**src/hw/rtl/flrs_pkg.sv**
```systemverilog
// ----------------------------------------------------------------------------
// flrs_pkg
// shared types, constants and helper functions of the frame label run
// segmenter
// ----------------------------------------------------------------------------
package flrs_pkg;

  localparam int unsigned FRAME_BITS  = 20;
  localparam int unsigned LABEL_BITS  = 16;
  localparam int unsigned IN_LABEL_W  = 16;
  localparam int unsigned SEG_FRAME_W = 20;
  localparam int unsigned SEG_LABEL_W = 16;
  localparam int unsigned LIKE_W      = 32;

  localparam int unsigned Q_DEPTH = 4;
  localparam int unsigned Q_PTR_W = $clog2(Q_DEPTH);
  localparam int unsigned Q_CNT_W = $clog2(Q_DEPTH + 1);

  localparam logic SCORE_EN_RESET = 1'b1;

  typedef struct packed {
    logic [SEG_FRAME_W-1:0]   start;
    logic [SEG_FRAME_W-1:0]   stop;
    logic [SEG_LABEL_W-1:0]   label;
    logic signed [LIKE_W-1:0] score;
    logic                     fin;
  } res_t;

  typedef struct packed {
    logic v0;
    logic v1;
    res_t r0;
    res_t r1;
  } push_t;

  function automatic logic [LABEL_BITS-1:0] label_in(input logic [IN_LABEL_W-1:0] x);
    logic [IN_LABEL_W+LABEL_BITS-1:0] tmp;
    tmp = {{LABEL_BITS{1'b0}}, x};
    return tmp[LABEL_BITS-1:0];
  endfunction

  function automatic logic [SEG_LABEL_W-1:0] label_out(input logic [LABEL_BITS-1:0] x);
    logic [SEG_LABEL_W+LABEL_BITS-1:0] tmp;
    tmp = {{SEG_LABEL_W{1'b0}}, x};
    return tmp[SEG_LABEL_W-1:0];
  endfunction

  function automatic logic [SEG_FRAME_W-1:0] frame_out(input logic [FRAME_BITS-1:0] x);
    logic [SEG_FRAME_W+FRAME_BITS-1:0] tmp;
    tmp = {{SEG_FRAME_W{1'b0}}, x};
    return tmp[SEG_FRAME_W-1:0];
  endfunction

  // saturating difference of two q16.16 values, zero when scoring is off
  function automatic logic signed [LIKE_W-1:0] gain(input logic signed [LIKE_W-1:0] e,
                                                    input logic signed [LIKE_W-1:0] b,
                                                    input logic en);
    logic signed [LIKE_W:0] d;
    logic signed [LIKE_W-1:0] r;
    d = {e[LIKE_W-1], e} - {b[LIKE_W-1], b};
    if (d[LIKE_W] != d[LIKE_W-1]) begin
      r = d[LIKE_W] ? {1'b1, {(LIKE_W-1){1'b0}}} : {1'b0, {(LIKE_W-1){1'b1}}};
    end else begin
      r = d[LIKE_W-1:0];
    end
    if (!en) begin
      r = '0;
    end
    return r;
  endfunction

endpackage

```
**src/hw/rtl/flrs_core.sv**
```systemverilog
// ----------------------------------------------------------------------------
// flrs_core
// input register, run tracking state and segment close logic; produces up to
// two results per frame toward the output queue
// ----------------------------------------------------------------------------
module flrs_core (
  input  logic                                clk_i,
  input  logic                                rst_ni,
  input  logic                                in_valid_i,
  output logic                                in_stall_o,
  input  logic [flrs_pkg::IN_LABEL_W-1:0]     state_label_i,
  input  logic signed [flrs_pkg::LIKE_W-1:0]  cumulative_likelihood_i,
  input  logic                                segment_boundary_i,
  input  logic                                last_frame_i,
  input  logic                                score_en_i,
  input  logic                                room_i,
  output flrs_pkg::push_t                     push_o
);

  logic                                vld_q;
  logic [flrs_pkg::LABEL_BITS-1:0]     lab_q;
  logic signed [flrs_pkg::LIKE_W-1:0]  like_q;
  logic                                bnd_q;
  logic                                last_q;

  logic [flrs_pkg::LABEL_BITS-1:0]     prev_label_q, prev_label_d;
  logic signed [flrs_pkg::LIKE_W-1:0]  prev_like_q, prev_like_d;
  logic signed [flrs_pkg::LIKE_W-1:0]  base_q, base_d;
  logic [flrs_pkg::FRAME_BITS-1:0]     seg_start_q, seg_start_d;
  logic [flrs_pkg::FRAME_BITS-1:0]     frame_q, frame_d;
  logic                                open_q, open_d;

  logic                                adv;
  logic                                change;
  logic                                close;
  logic [flrs_pkg::FRAME_BITS-1:0]     start1;
  logic signed [flrs_pkg::LIKE_W-1:0]  base1;

  assign adv        = vld_q & room_i;
  assign in_stall_o = vld_q & ~room_i;

  always_ff @(posedge clk_i or negedge rst_ni) begin
    if (!rst_ni) begin
      vld_q <= 1'b0;
    end else if (!in_stall_o) begin
      vld_q <= in_valid_i;
    end
  end

  always_ff @(posedge clk_i) begin
    if (in_valid_i && !in_stall_o) begin
      lab_q  <= flrs_pkg::label_in(state_label_i);
      like_q <= cumulative_likelihood_i;
      bnd_q  <= segment_boundary_i;
      last_q <= last_frame_i;
    end
  end

  always_comb begin
    change = open_q && (lab_q != prev_label_q);
    close  = bnd_q | last_q;
    start1 = (change || !open_q) ? frame_q : seg_start_q;
    base1  = change ? prev_like_q : base_q;

    push_o.v0       = adv & change;
    push_o.r0.start = flrs_pkg::frame_out(seg_start_q);
    push_o.r0.stop  = flrs_pkg::frame_out(frame_q - 1'b1);
    push_o.r0.label = flrs_pkg::label_out(prev_label_q);
    push_o.r0.score = flrs_pkg::gain(prev_like_q, base_q, score_en_i);
    push_o.r0.fin   = 1'b0;

    push_o.v1       = adv & close;
    push_o.r1.start = flrs_pkg::frame_out(start1);
    push_o.r1.stop  = flrs_pkg::frame_out(frame_q);
    push_o.r1.label = flrs_pkg::label_out(lab_q);
    push_o.r1.score = flrs_pkg::gain(like_q, base1, score_en_i);
    push_o.r1.fin   = last_q;

    prev_label_d = lab_q;
    prev_like_d  = like_q;
    seg_start_d  = start1;
    if (last_q) begin
      base_d  = '0;
      open_d  = 1'b0;
      frame_d = '0;
    end else begin
      base_d  = bnd_q ? like_q : base1;
      open_d  = ~bnd_q;
      frame_d = frame_q + 1'b1;
    end
  end

  always_ff @(posedge clk_i or negedge rst_ni) begin
    if (!rst_ni) begin
      prev_label_q <= '0;
      prev_like_q  <= '0;
      base_q       <= '0;
      seg_start_q  <= '0;
      frame_q      <= '0;
      open_q       <= 1'b0;
    end else if (adv) begin
      prev_label_q <= prev_label_d;
      prev_like_q  <= prev_like_d;
      base_q       <= base_d;
      seg_start_q  <= seg_start_d;
      frame_q      <= frame_d;
      open_q       <= open_d;
    end
  end

  // label change result needs an open segment
  a_change_open: assert property (@(posedge clk_i) disable iff (!rst_ni)
    push_o.v0 |-> open_q)
    else $error("label change close without open segment");

  // frame counter restarts after the last frame
  a_last_restart: assert property (@(posedge clk_i) disable iff (!rst_ni)
    (adv && last_q) |=> (frame_q == '0 && !open_q && base_q == '0))
    else $error("state not restarted after last frame");

endmodule

```
**src/hw/rtl/flrs_outq.sv**
```systemverilog
// ----------------------------------------------------------------------------
// flrs_outq
// small result queue, takes up to two results per cycle and hands out one unless stalled
// ----------------------------------------------------------------------------
module flrs_outq (
  input  logic                                clk_i,
  input  logic                                rst_ni,
  input  flrs_pkg::push_t                     push_i,
  output logic                                room_o,
  output logic                                out_valid_o,
  input  logic                                out_stall_i,
  output flrs_pkg::res_t                      head_o
);

  flrs_pkg::res_t                  mem_q [flrs_pkg::Q_DEPTH];
  logic [flrs_pkg::Q_PTR_W-1:0]    wr_q, wr_d;
  logic [flrs_pkg::Q_PTR_W-1:0]    rd_q, rd_d;
  logic [flrs_pkg::Q_CNT_W-1:0]    cnt_q, cnt_d;
  logic                            pop;
  logic [flrs_pkg::Q_PTR_W-1:0]    wr1;
  flrs_pkg::res_t                  first;
  logic                            we0;
  logic                            we1;

  assign room_o      = cnt_q <= flrs_pkg::Q_CNT_W'(flrs_pkg::Q_DEPTH - 2);
  assign out_valid_o = cnt_q != '0;
  assign head_o      = mem_q[rd_q];
  assign pop         = out_valid_o & ~out_stall_i;

  always_comb begin
    we0   = push_i.v0 | push_i.v1;
    we1   = push_i.v0 & push_i.v1;
    first = push_i.v0 ? push_i.r0 : push_i.r1;
    wr1   = wr_q + 1'b1;
    wr_d  = wr_q + flrs_pkg::Q_PTR_W'(we0) + flrs_pkg::Q_PTR_W'(we1);
    rd_d  = rd_q + flrs_pkg::Q_PTR_W'(pop);
    cnt_d = cnt_q + flrs_pkg::Q_CNT_W'(we0) + flrs_pkg::Q_CNT_W'(we1)
            - flrs_pkg::Q_CNT_W'(pop);
  end

  always_ff @(posedge clk_i or negedge rst_ni) begin
    if (!rst_ni) begin
      wr_q  <= '0;
      rd_q  <= '0;
      cnt_q <= '0;
    end else begin
      wr_q  <= wr_d;
      rd_q  <= rd_d;
      cnt_q <= cnt_d;
    end
  end

  always_ff @(posedge clk_i) begin
    if (we0) begin
      mem_q[wr_q] <= first;
    end
    if (we1) begin
      mem_q[wr1] <= push_i.r1;
    end
  end

  a_cnt_bound: assert property (@(posedge clk_i) disable iff (!rst_ni)
    cnt_q <= flrs_pkg::Q_CNT_W'(flrs_pkg::Q_DEPTH))
    else $error("result queue overflow");

  a_push_room: assert property (@(posedge clk_i) disable iff (!rst_ni)
    (push_i.v0 || push_i.v1) |-> room_o)
    else $error("push without room");

endmodule

```
**src/hw/rtl/frame_label_run_segmenter.sv**
```systemverilog
// ----------------------------------------------------------------------------
// frame_label_run_segmenter
// run-length segmentation of a decoded state path, one frame per request
// ----------------------------------------------------------------------------
// a result passes the input register and the result queue before it is offered
// throughput: one frame per cycle while the input does not stall; a frame closing
//   two segments yields two results, absorbed by a four entry result queue
// input stalls while the queue has fewer than two free entries
// reset: run state and frame counter cleared, queue empty, score_enable = 1
// ----------------------------------------------------------------------------
module frame_label_run_segmenter (
  input  logic                                clk_i,
  input  logic                                rst_ni,
  input  logic                                in_valid_i,
  output logic                                in_stall_o,
  input  logic [15:0]                         state_label_i,
  input  logic signed [31:0]                  cumulative_likelihood_i,
  input  logic                                segment_boundary_i,
  input  logic                                last_frame_i,
  output logic                                out_valid_o,
  input  logic                                out_stall_i,
  output logic [19:0]                         seg_start_o,
  output logic [19:0]                         seg_end_o,
  output logic [15:0]                         seg_label_o,
  output logic signed [31:0]                  seg_score_o,
  output logic                                final_segment_o,
  input  logic                                cfg_valid_i,
  output logic                                cfg_ready_o,
  input  logic                                cfg_data_i
);

  logic                 score_en_q;
  logic                 room;
  flrs_pkg::push_t      push;
  flrs_pkg::res_t       head;

  assign cfg_ready_o = 1'b1;

  always_ff @(posedge clk_i or negedge rst_ni) begin
    if (!rst_ni) begin
      score_en_q <= flrs_pkg::SCORE_EN_RESET;
    end else if (cfg_valid_i && cfg_ready_o) begin
      score_en_q <= cfg_data_i;
    end
  end

  flrs_core u_core (
    .clk_i                   (clk_i),
    .rst_ni                  (rst_ni),
    .in_valid_i              (in_valid_i),
    .in_stall_o              (in_stall_o),
    .state_label_i           (state_label_i),
    .cumulative_likelihood_i (cumulative_likelihood_i),
    .segment_boundary_i      (segment_boundary_i),
    .last_frame_i            (last_frame_i),
    .score_en_i              (score_en_q),
    .room_i                  (room),
    .push_o                  (push)
  );

  flrs_outq u_outq (
    .clk_i       (clk_i),
    .rst_ni      (rst_ni),
    .push_i      (push),
    .room_o      (room),
    .out_valid_o (out_valid_o),
    .out_stall_i (out_stall_i),
    .head_o      (head)
  );

  assign seg_start_o     = head.start;
  assign seg_end_o       = head.stop;
  assign seg_label_o     = head.label;
  assign seg_score_o     = head.score;
  assign final_segment_o = head.fin;

endmodule
```
**config.mk**
```make
export PLATFORM = sky130hd
export DESIGN_NAME = frame_label_run_segmenter
export DESIGN_NICKNAME = d
export VERILOG_FILES = /design/src/hw/rtl/flrs_pkg.sv /design/src/hw/rtl/flrs_core.sv /design/src/hw/rtl/flrs_outq.sv /design/src/hw/rtl/frame_label_run_segmenter.sv
export SDC_FILE = /design/constraint.sdc
export NUM_CORES = 1
export LEC_CHECK = 0
export BUFFER_PORTS_ARGS = -buffer_cell sky130_fd_sc_hd__buf_2
export CAP_MARGIN = 15
export CORE_ASPECT_RATIO = 1.5
export CORE_UTILIZATION = 45
export DETAILED_ROUTE_END_ITERATION = 7
export SYNTH_ARGS = -nofsm -noshare
export SYNTH_HDL_FRONTEND = slang
export SYNTH_SLANG_ARGS = --single-unit
```
**constraint.sdc**
```tcl
create_clock -name clk_i -period 15.14 [get_ports clk_i]
set_input_delay 0.757 -clock clk_i [delete_from_list [all_inputs] [get_ports clk_i]]
set_output_delay 0.757 -clock clk_i [all_outputs]
set_load 0.02 [all_outputs]
```
==> impl_results.md <==
- Drt via density: 5.96
- Antenna-violating nets left: 0
- Worst slew margin: 0.185
- Worst path required time: 15.51 ns
- Synth Register Bits: 536
- R2R depth: 20
- Async SR Flop Fraction: 0.243
- Worst setup startpoint: u_core.lab_q[5]
- Post-synthesis cell count: around 2500
- TritonCTS clock tree: built
- CTS Buf Count: 52
- Post-CTS setup buffer count: 0
- DP Wirelength: 56300 um
- Worst setup path class: flip-flop to flip-flop
- Mapped Nets: 2681
- Rows: 112
- Vias: ~21000
- Reg2Reg Launch Point: u_core.lab_q[5]
- Final hold vios: 0
- Setup_tns: 0 ns
- Post-route clock skew: 0.0335 ns
- Post-synth EDFFs: a little over 400
- Most frequent cells in the layout: 433 x nand2_1, 406 x edfxtp_1, 260 x nor2_1
- Initial antenna violation count: 0
- Die Width: between 200 and 250 um
- Worst-path maximum fanout: 37
- DRC viols: 0
- Post-synth top flop: edfxtp_1
- Setup crit end: u_outq.mem_q[0][30]
- R2r setup slk: between 7 and 8 ns
- Total Routing Usage GR: 0.257
- Die height: between 300 and 400 um
- H-tree depth: 2
- P&R area growth vs syn: 10.8%
- Synth warnings: 0
- 1st-iter DRT viols: 1696
- Fin crit share: 0.510
- Setup crit end kind: flip-flop
- Synth cell types: 89
- Syn avg cell area: 11.2 sq um
- Clock sink count: between 500 and 600
- Clk_lat worst skew: about 0.63 ns
- # nets final: about 2800
- N_diodes: 0
- Storage cell area: roughly 15000 sq um
- Worst-Margin Slew: between 1 and 1.5 ns
- Mapped Area: 28600 sq um
- Max-slew violations: 0
- Final std cells w/o fill: roughly 3500
- Max Freq: around 130 MHz
- Final min period: between 7 and 8 ns
- Outcome: completed
- Most common cell after layout, fill and taps aside: nand2_1
- CTS resizes: 0
- Largest net degree at the start of global routing: between 60 and 70
- Total congestion overflow: 0
- Unrepaired setup endpoints after global routing: false
- Clock buffer depth: 3
- Detailed Routing Iterations Pass 1: 5
- Multi-input gate area: between 10000 and 15000 sq um
- Port Buffers: roughly 150
- Fillers: approximately 5600
- Critical R2R Capture: u_outq.mem_q[0][30]
- WL per Instance: between 20 and 25 um
- Root buf cell: clkbuf_16
- Io pins: ~150
- CTS hold repair buffers: 1
- Drt total wl: 83300 um
- Core ar.: about 62000 sq um
- First-pass GRT wire length: approximately 130000 um
- DP Cell Count: between 3000 and 4000
- Seq/Total Area, Yosys: 0.541
- Worst Hold Class: primary input to flip-flop
- Initial core utilization: 0.457
- Final setup viols: 0
- Vias in the first global route: roughly 21000
- Max Cap Viol: 0
- CP Data Arrival Time: about 8.1 ns
- GP Congestion: just over 0.9
- Crit start category: flip-flop
- Die area: roughly 65000 sq um
- Clock Pin Slew Worst Setup and Hold Paths: 0.07 ns
- Share of layout cells above drive strength 1: 0.172
## metrics by stage
step	utilization	hold WS (ns)	area (sq um)	setup slack, ns
6_report	0.506	0.305	31600	7.42
5_1_grt	0.506	0.270	31600	6.92
4_1_cts	0.506	0.273	31600	7.47
3_5_place_dp	0.479	0.497	29900	7.52
3_3_place_gp	0.479	0.486	29900	7.65
2_1_floorplan	-	0.452	28600	6.59
## cell usage after synthesis (all sizes together), types with 12 or more instances
| cell | count | area share |
|---|---|---|
| ha | 73 | 0.032 |
| mux2 | 63 | 0.025 |
| nand3 | 36 | 0.0063 |
| mux4 | 89 | 0.070 |
| nor3 | 28 | 0.0053 |
| xor2 | 54 | 0.017 |
| xnor2 | 76 | 0.023 |
| nand4 | 14 | 0.0031 |
| nand2 | 434 | 0.057 |
| inv | 64 | 0.0086 |
| a21o | 17 | 0.0045 |
| mux2i | 43 | 0.015 |
| edfxtp | 406 | 0.43 |
| o22ai | 141 | 0.031 |
| a21oi | 186 | 0.033 |
| o211ai | 16 | 0.0042 |
| clkbuf | 87 | 0.011 |
| nor2 | 264 | 0.035 |
| a31oi | 14 | 0.0035 |
| nor2b | 12 | 0.0026 |
| buf | 64 | 0.012 |
| o21ai | 76 | 0.014 |
| dfrtp | 129 | 0.11 |
| nand2b | 13 | 0.0031 |
## metal layers
| layer | global-route usage | wire length (um) | up-vias |
|---|---|---|---|
| met5 | 0 | 0 | - |
| met4 | 0.119 | 3600 | 0 |
| met3 | 0.0341 | 4380 | 178 |
| met2 | 0.490 | 45600 | 744 |
| met1 | 0.278 | 29700 | 10300 |
| li1 | - | - | 9485 |
## worst min path at each step
stage	startpoint	end	slack, ns	depth (start not counted)
global route	cumulative_likelihood_i[2]	u_core.like_q[2]	0.27	1
CTS	cumulative_likelihood_i[4]	u_core.like_q[4]	0.27	1
global placement	u_core.prev_like_q[15]	u_core.prev_like_q[15]	0.49	2
finish	cumulative_likelihood_i[16]	u_core.like_q[16]	0.30	1
floorplan	u_core.like_q[0]	u_core.prev_like_q[0]	0.45	2
detailed placement	u_core.prev_like_q[16]	u_core.prev_like_q[16]	0.50	2
## area by class of cell
cell class	count	share of cell area
Clock buffer	67	0.0439
Clock inverter	31	0.00933
Inverter	67	0.00811
Multi-Input combinational cell	1793	0.388
Sequential cell	536	0.488
Tap cell	798	0.0316
Timing Repair Buffer	176	0.0305
## registers in the layout, indices dropped and copies added, names as in the netlist, 3 cells and up
register,count
u_core.prev_label_q,16
u_core.frame_q,20
u_outq.mem_q,356
u_core.prev_like_q,32
u_core.base_q,32
u_core.lab_q,16
u_core.seg_start_q,20
u_core.like_q,32
u_outq.cnt_q,3
## worst max-delay path, stage by stage (launching register included)
cell and delay, ns:
edfxtp_1 0.48, xnor2_1 0.21, nand4_1 0.20, nor4_4 0.52
nand2b_4 0.22, buf_4 0.58, nand2_1 0.12, o21ai_0 0.16
ha_1 0.26, inv_1 0.07, fa_1 0.44, a211oi_1 0.29
o211ai_1 0.18, a31oi_1 0.54, a21oi_1 0.16, o32ai_1 0.54
ha_1 0.83, a21oi_2 0.24, nand2_1 0.95, inv_1 0.14
a22o_1 0.26
## kinds of logic after synthesis
| group | synth area share |
|---|---|
| buffers and inverters | 0.0323 |
| and+or+nand+nor | 0.128 |
| xor gates and xnor gates | 0.0399 |
| adders and majority gates | 0.0355 |
| DFF | 0.541 |
| AOI/OAI and AO/OA | 0.114 |
| muxes | 0.110 |
| other | 0.000131 |
Power is left out: the tool's default activity adds up to more than one toggle a clock period on the data nets, which glitch-free logic cannot reach.
